File: config.mk
export PLATFORM = sky130hd
export DESIGN_NAME = brsb_colour
export DESIGN_NICKNAME = d
export VERILOG_FILES = /design/src/rtl/brsb_pkg.sv /design/src/rtl/brsb_colour.sv
export SDC_FILE = /design/constraint.sdc
export NUM_CORES = 2
export LEC_CHECK = 0
export BUFFER_PORTS_ARGS = -buffer_cell sky130_fd_sc_hd__buf_4
export CAP_MARGIN = 20
export CELL_PAD_IN_SITES_DETAIL_PLACEMENT = 1
export CELL_PAD_IN_SITES_GLOBAL_PLACEMENT = 1
export CORE_UTILIZATION = 44
export CTS_CLUSTER_SIZE = 10
export DETAILED_ROUTE_END_ITERATION = 8
export HOLD_SLACK_MARGIN = 0.15
export PLACE_DENSITY_LB_ADDON = 0.1
export SLEW_MARGIN = 20
export SYNTH_ARGS = -nofsm -noshare
export SYNTH_HDL_FRONTEND = slang
export SYNTH_SLANG_ARGS = --single-unit
File: constraint.sdc
create_clock -name aclk -period 10.2 [get_ports aclk]
set_input_delay 0.51 -clock aclk [delete_from_list [all_inputs] [get_ports aclk]]
set_output_delay 0.51 -clock aclk [all_outputs]
set_load 0.02 [all_outputs]
File: src/rtl/brsb_pkg.sv
// Package for the bilinear RGB565 shade and blend core.
// Holds constants, the request kinds, register indexes and colour helper functions.
package brsb_pkg;

    localparam int MaxSide   = 128;
    localparam int SideW     = $clog2(MaxSide);
    localparam int AddrW     = 2 * SideW;
    localparam int HalfSide  = MaxSide / 2;
    localparam int HalfW     = $clog2(HalfSide);
    localparam int BankAddrW = 2 * HalfW;
    localparam int BankDepth = HalfSide * HalfSide;

    localparam logic KIND_WRITE  = 1'b0;
    localparam logic KIND_SAMPLE = 1'b1;

    localparam logic [1:0] REG_WIDTH  = 2'd0;
    localparam logic [1:0] REG_HEIGHT = 2'd1;
    localparam logic [1:0] REG_MODE   = 2'd2;

    typedef struct packed {
        logic [7:0] r;
        logic [7:0] g;
        logic [7:0] b;
    } rgb8_t;

    function automatic rgb8_t unpack565(input logic [15:0] c);
        rgb8_t o;
        o.r = {c[15:11], c[15:13]};
        o.g = {c[10:5], c[10:9]};
        o.b = {c[4:0], c[4:2]};
        return o;
    endfunction

    function automatic logic [15:0] pack565(input rgb8_t c);
        return {c.r[7:3], c.g[7:2], c.b[7:3]};
    endfunction

    // a + floor((b - a) * f / 256)
    function automatic logic [7:0] lerp8(input logic [7:0] a, input logic [7:0] b,
                                         input logic [7:0] f);
        logic signed [17:0] p;
        logic signed [9:0]  s;
        p = $signed({1'b0, a, 8'd0}) + ($signed({1'b0, b}) - $signed({1'b0, a}))
            * $signed({1'b0, f});
        s = p[17:8];
        return s[7:0];
    endfunction

    function automatic logic [7:0] shade8(input logic [7:0] c, input logic [8:0] s);
        logic [16:0] p;
        p = c * s;
        return (p[16:8] > 9'd255) ? 8'd255 : p[15:8];
    endfunction

    function automatic logic [7:0] blend8(input logic [7:0] f, input logic [7:0] bgc,
                                          input logic [7:0] a);
        logic [16:0] p;
        p = f * a + bgc * (9'd256 - {1'b0, a});
        return p[15:8];
    endfunction

endpackage

File: src/rtl/brsb_colour.sv
// Colour pipeline: bilinear or nearest filter, shade, blend, three register stages.
// Takes the four texels after the store read and reorder registers; uses brsb_pkg.
module brsb_colour
    import brsb_pkg::*;
(
    input  logic        aclk,
    input  logic        en,
    input  logic [15:0] tex [4],
    input  logic        nearest,
    input  logic [1:0]  sel,
    input  logic [7:0]  fx,
    input  logic [7:0]  fy,
    input  logic [8:0]  shade,
    input  logic [7:0]  alpha,
    input  logic [15:0] bg,
    output logic [15:0] pixel
);
    // Stage 1: horizontal interpolation.
    rgb8_t row0_reg, row1_reg;
    logic  [15:0] near_reg, bg1_reg, bg2_reg;
    logic  nearest1_reg;
    logic  [7:0] fy_reg, alpha1_reg, alpha2_reg;
    logic  [8:0] shade_reg;
    logic  [15:0] col2_reg;

    rgb8_t c00, c10, c01, c11, r0, r1, v;
    logic [15:0] col, sh;
    rgb8_t s, bl;

    always_comb begin
        c00 = unpack565(tex[0]);
        c10 = unpack565(tex[1]);
        c01 = unpack565(tex[2]);
        c11 = unpack565(tex[3]);
        r0.r = lerp8(c00.r, c10.r, fx);
        r0.g = lerp8(c00.g, c10.g, fx);
        r0.b = lerp8(c00.b, c10.b, fx);
        r1.r = lerp8(c01.r, c11.r, fx);
        r1.g = lerp8(c01.g, c11.g, fx);
        r1.b = lerp8(c01.b, c11.b, fx);
    end

    always_ff @(posedge aclk) begin
        if (en) begin
            row0_reg     <= r0;
            row1_reg     <= r1;
            near_reg     <= tex[sel];
            nearest1_reg <= nearest;
            fy_reg       <= fy;
            shade_reg    <= shade;
            alpha1_reg   <= alpha;
            bg1_reg      <= bg;
        end
    end

    // Stage 2: vertical interpolation and shade.
    always_comb begin
        v.r = lerp8(row0_reg.r, row1_reg.r, fy_reg);
        v.g = lerp8(row0_reg.g, row1_reg.g, fy_reg);
        v.b = lerp8(row0_reg.b, row1_reg.b, fy_reg);
        col = nearest1_reg ? near_reg : pack565(v);
        s   = unpack565(col);
        s.r = shade8(s.r, shade_reg);
        s.g = shade8(s.g, shade_reg);
        s.b = shade8(s.b, shade_reg);
        sh  = (shade_reg == 9'd256) ? col : pack565(s);
    end

    always_ff @(posedge aclk) begin
        if (en) begin
            col2_reg   <= sh;
            alpha2_reg <= alpha1_reg;
            bg2_reg    <= bg1_reg;
        end
    end

    // Stage 3: blend over the background.
    rgb8_t f, b;
    always_comb begin
        f    = unpack565(col2_reg);
        b    = unpack565(bg2_reg);
        bl.r = blend8(f.r, b.r, alpha2_reg);
        bl.g = blend8(f.g, b.g, alpha2_reg);
        bl.b = blend8(f.b, b.b, alpha2_reg);
    end

    always_ff @(posedge aclk) begin
        if (en) begin
            pixel <= (alpha2_reg == 8'd255) ? col2_reg : pack565(bl);
        end
    end
endmodule

# ---- Word level (Yosys, flattened, before mapping)
# Index checks and enable logic that the tools add are counted.
dict set report word_totals {
  register_bits 162
  inputBits 118
  output_inout_bits 16
}
dict set report classes {
  n_addsub 22
  n_mul 18
  magnitude_cmp 4
  n_eq_ne 2
  muxes 9
  bitwise 1
}
# cell n
set op_table {}
lappend op_table {{16-bit adder} 12}
lappend op_table {{9-bit by 9-bit multiplier with 16-bit output} 9}
lappend op_table {{8-bit by 8-bit subtractor with 9-bit output} 9}
lappend op_table {{16-bit two-way mux} 5}
lappend op_table {{8-bit by 9-bit multiplier with 17-bit output} 3}
lappend op_table {{8-bit by 8-bit multiplier with 16-bit output} 3}
lappend op_table {{8-bit by 17-bit multiplier with 16-bit output} 2}
lappend op_table {{16-bit binary-select mux with 2-bit select} 1}
lappend op_table {{9-bit by 8-bit greater-than comparator with 1-bit output (second input constant)} 3}
lappend op_table {{8-bit two-way mux} 3}
lappend op_table {{9-bit by 10-bit multiplier with 16-bit output} 1}
lappend op_table {{9-bit by 8-bit subtractor with 10-bit output (first input constant)} 1}
lappend op_table {{9-bit equality test (second input constant)} 1}
lappend op_table {{8-bit equality test (second input constant)} 1}
lappend op_table {{3-bit greater-or-equal comparator (second input constant)} 1}
lappend op_table {{2-bit NOT with 3-bit output} 1}

# ---- Depth between registers and ports, before layout
dict set report depth {
  ltp_word 8
  mapped_depth 48
}

# ---- Least setup slack after synthesis
# No wires, ideal clock.
dict set report synth_path {
  path_kind {reg-to-reg}
  start {register row0_reg[17] (netlist bit)}
  end {register col2_reg[12], data pin}
  t_arrival_ns 10.527
  t_required_ns 9.943
  path_slack_ns -0.584
  path_stages_with_launch 44
  synth_period_minus_slack_ns 10.784
  path_cell_list {edfxtp_1 > inv_1 > ha_1 > nor2b_1 > o21ai_0 > a21boi_0 > o21ai_0 > a21boi_0 > o21a_1 > or3_1 > clkbuf_1 > and3_1 > fa_1 > fa_1 > fa_1 > fa_1 > inv_1 > fa_1 > [8 not listed] > o31ai_2 > buf_2 > and2_1 > fa_1 > fa_1 > fa_1 > inv_1 > fa_1 > inv_1 > ha_1 > a21o_1 > a21o_1 > a21oi_1 > a21oi_1 > o41ai_1 > and3_1 > o21ai_0 > o22a_1}
}
dict set report synth_via {
  elab_chain_cells 8
}
# item line_no
set synth_rtl {}
lappend synth_rtl {{start: declaration} brsb_colour.sv:19} ;# rgb8_t row0_reg, row1_reg;
lappend synth_rtl {{start signal: assignment} brsb_colour.sv:45} ;# row0_reg <= r0;
lappend synth_rtl {{8-bit by 8-bit subtractor with 9-bit output} brsb_pkg.sv:43} ;# p = $signed({1'b0, a, 8'd0}) + ($signed({1'b0, b}) - $signed({1'b0, a}))
lappend synth_rtl {{9-bit by 9-bit multiplier with 16-bit output} brsb_pkg.sv:44} ;# * $signed({1'b0, f});
lappend synth_rtl {{16-bit adder (*)} brsb_pkg.sv:43}
lappend synth_rtl {{16-bit two-way mux (*)} brsb_colour.sv:61} ;# col = nearest1_reg ? near_reg : pack565(v);
lappend synth_rtl {{8-bit by 9-bit multiplier with 17-bit output} brsb_pkg.sv:51} ;# p = c * s;
lappend synth_rtl {{9-bit by 8-bit greater-than comparator with 1-bit output} brsb_pkg.sv:52} ;# return (p[16:8] > 9'd255) ? 8'd255 : p[15:8];
lappend synth_rtl {{8-bit two-way mux} brsb_pkg.sv:52}
lappend synth_rtl {{16-bit two-way mux (*)} brsb_colour.sv:66} ;# sh = (shade_reg == 9'd256) ? col : pack565(s);
lappend synth_rtl {{named net sh[12]} brsb_colour.sv:27} ;# logic [15:0] col, sh;
lappend synth_rtl {{end signal: assignment} brsb_colour.sv:71} ;# col2_reg <= sh;
lappend synth_rtl {{end: declaration} brsb_colour.sv:24} ;# logic [15:0] col2_reg;
# The timed path passes the listed nets; every way through them passes the cells marked *.
# A chain may end at the register's enable or synchronous reset.

# ---- Final worst setup path
dict set report layout_path {
  start {register row1_reg[17] (netlist bit)}
  end {register col2_reg[12], data pin}
}
dict set report layout_via {
  elab_chain_cells 8
}
# item line_no
set layout_rtl {}
lappend layout_rtl {{start: declaration} brsb_colour.sv:19}
lappend layout_rtl {{start signal: assignment} brsb_colour.sv:46} ;# row1_reg <= r1;
lappend layout_rtl {{8-bit by 8-bit subtractor with 9-bit output (*)} brsb_pkg.sv:43}
lappend layout_rtl {{9-bit by 9-bit multiplier with 16-bit output (*)} brsb_pkg.sv:44}
lappend layout_rtl {{16-bit adder (*)} brsb_pkg.sv:43}
lappend layout_rtl {{16-bit two-way mux (*)} brsb_colour.sv:61}
lappend layout_rtl {{8-bit by 9-bit multiplier with 17-bit output} brsb_pkg.sv:51}
lappend layout_rtl {{9-bit by 8-bit greater-than comparator with 1-bit output} brsb_pkg.sv:52}
lappend layout_rtl {{8-bit two-way mux} brsb_pkg.sv:52}
lappend layout_rtl {{16-bit two-way mux (*)} brsb_colour.sv:66}
lappend layout_rtl {{named net sh[12]} brsb_colour.sv:27}
# Marks and branches as above.

==> flow_metrics.tcl <==
set metrics [dict create \
    place_congestion 0.8508 \
    muxShareOfSynthArea_pct 0.8856 \
    drt_pass1_iterations 5 \
    multiInputGateArea_sq_mm 0.04002 \
    initial_core_util_pct 44.49 \
    cp-start-kind "flip-flop" \
    worst_slack_ps -584.0 \
    synth_fa_ha_area_share_pct 55.12 \
    timing.final.hold_violations 0 \
    maxCapViolations 0 \
    grt_pass1_wl_mm 220.9 \
    dpl-instance-area_sq_mm 0.05377 \
    root_buffer "clkbuf_16" \
    yosys.area.top_type "fa_1" \
    port_buffers 133 \
    crit_slowest_cell "fa_2" \
    cp-startpoint "row1_reg[17]" \
    netlist_instances 5130 \
    required_ps 10500 \
    synth_compound_area_share_pct 4.705 \
    core_sq_mm 0.1108 \
    synth-edff-count 162 \
    clockBufferDepth 2 \
    timing.final.crit_period_ps 10780 \
    ff_latch_area_sq_mm 0.004865 \
    first_global_vias 40000 \
    syn_area_per_cell_sq_um 9.612 \
    rsz0062_at_grt "yes" \
    syn_to_final_growth_pct 13.66 \
    final_common_cell "inv_1" \
    fp.dieH_microns 336.8 \
    min_path_type "in -> reg" \
    met3_usage_pct 2.824 \
    clk_latency_ps 560 \
    clk_pin_slew_worst_paths_ps 70 \
    endpoint_kind "flip-flop" \
    synth.area.top_cells "fa_1 39%, ha_1 16%, edfxtp_1 9.9%" \
    max_slew_margin_pct 22.77 \
    cp.arrival_ps 11080 \
    r2r_start "row1_reg[17]" \
    clock_sinks 162 \
    grt_max_degree 102 \
    synth_nets 6839 \
    die-width_microns 336.8 \
    routedWlPerCell_microns 19.76 \
    h-tree-depth 4 \
    crit_top_cell "fa_1" \
    critical_path_class "reg -> reg" \
    grtUsageTotal_pct 25.54 \
    pre_cts_slack_ps -876.8 \
    crit_buf_inv 5 \
    grt.overflow.total 0 \
    slowest_delay_ps 600 \
    place_hpwl_mm 115.2 \
    final_cell_mix "1,260 x inv_1, 952 x fa_1, 598 x ha_1" \
    ys_async_sr_fraction_pct 0 \
    syn_area_sq_mm 0.04931 \
    synth_ff_type "edfxtp_1" \
    via_per_inst 5.004 \
    final-setup-viol-count 14 \
    max_freq_mhz 92.73 \
    antenna_found_initial 8 \
    globalRoute.busiestLayer "met2" \
    gr-usage-met2_pct 44.48 \
    met1_usage_pct 34.13 \
    synthSimpleGateAreaFrac_pct 14.60 \
    first_iter_violations 1223 \
    synth_seq_area_share_pct 9.866 \
    n_fill_cell 12570 \
    hp-start "tex[45]" \
    fin_nets 7218 \
    skew_ps 17.22 \
    fin_setup_tns_ps -4416 \
    critPathTopFamily "adder cells" \
    cts_tree "done" \
    yosysWarnings 0 \
    timing.final.crit_share_pct 105.7 \
    synth_top_family_by_area "adder cells" \
    synth_seq_cells 162 \
    synth.distinct_cells 83 \
    status "finished with violations" \
    dieArea_sq_mm 0.1134 \
    io_pins 134 \
    slew_violations 0 \
    vias 35100 \
    finalWirelength_mm 138.6 \
    design_area_sq_mm 0.05604 \
    synth_top_area_share_pct 39.34 \
    drc 0 \
    violations "negative setup slack" \
    row_count 122 \
    synth_xor_area_share_pct 3.991 \
    drive_gt1_share_pct 12.82 \
    cp_max_fo 6 \
    tightest_slew_ps 1158 \
    cts_buffers 17 \
    ant_nets 0 \
]
-- per-layer routing --
metal  wire (microns)  vias to the layer above
li1                 -                    16300
met1            63680                    18290
met2            68640                      379
met3             3921                      126
met4             2268                       10
met5               56                        -
-- cell families after synthesis --
family	Yosys count
muxes	23
buffers and inverters	1417
adders and majority gates	1591
AOI/OAI and AO/OA	339
xor gates and xnor gates	223
and+or+nand+nor	1375
DFF	162
-- final cells by class --
type | count | area share [%]
clock buffer | 17 | 0.7591
clock inverter | 15 | 0.2523
inverter | 1278 | 8.560
multi-input combinational | 3551 | 71.40
timing repair buffer | 499 | 7.008
tap | 1488 | 3.322
sequential | 162 | 8.680
antenna | 4 | 0.01786
-- timing repair --
item | CTS | global route
endpoints found under the setup margin | 16 | 16
endpoints found under the hold margin | 42 | 0
pin swaps | 39 | 94
gates cloned | 1 | 0
hold buffers | 42 | 0
setup buffers | 27 | 26
resized for setup | 64 | 139
-- cell usage after synthesis, drive strengths merged (4+ instances only) --
cell / n
o211ai: 6
o22a: 10
ha: 622
or3: 17
buf: 20
xnor2: 161
nand4: 9
mux2: 5
a311o: 4
nand2: 461
xor2: 61
and4: 5
nor3: 27
inv: 1278
o21a: 35
a21boi: 27
or3b: 6
clkbuf: 119
or2: 4
a21oi: 86
edfxtp: 162
nor3b: 16
nor2: 105
o31ai: 17
nand3: 48
o311a: 4
o21bai: 5
nor2b: 87
nand2b: 37
and2: 508
a211oi: 5
mux4: 16
fa: 969
o21ai: 77
a31oi: 5
a21o: 32
and3: 28
-- stage by stage --
| step | utilization [%] | cells | hold WS, ps |
|---|---|---|---|
| 2_1_floorplan | - | 5130 | 400.3 |
| 3_3_place_gp | 48.52 | 6883 | 400.5 |
| 3_5_place_dp | 48.52 | 6883 | 405.9 |
| 4_1_cts | 49.83 | 6985 | 344.9 |
| 5_1_grt | 50.56 | 7011 | 376.6 |
| 6_report | 50.57 | 7014 | 392.9 |
-- worst paths after layout --
check	endpoint	slack (ps)	cells after the start
max	col2_reg[12]	-580	40
min	near_reg[13]	390	2
max reg2reg	col2_reg[12]	-580	40
min reg2reg	alpha2_reg[1]	420	0
-- worst reg2reg max path, delay by kind of cell, from the launching register on --
family	cells	cell delay, ps
fa+ha+maj	12	5100
compound gates	15	2920
simple gates	8	1600
buf+inv	5	470
flops	1	450
Power is left out: the tool's default activity adds up to more than one toggle a clock period on the data nets, which glitch-free logic cannot reach.
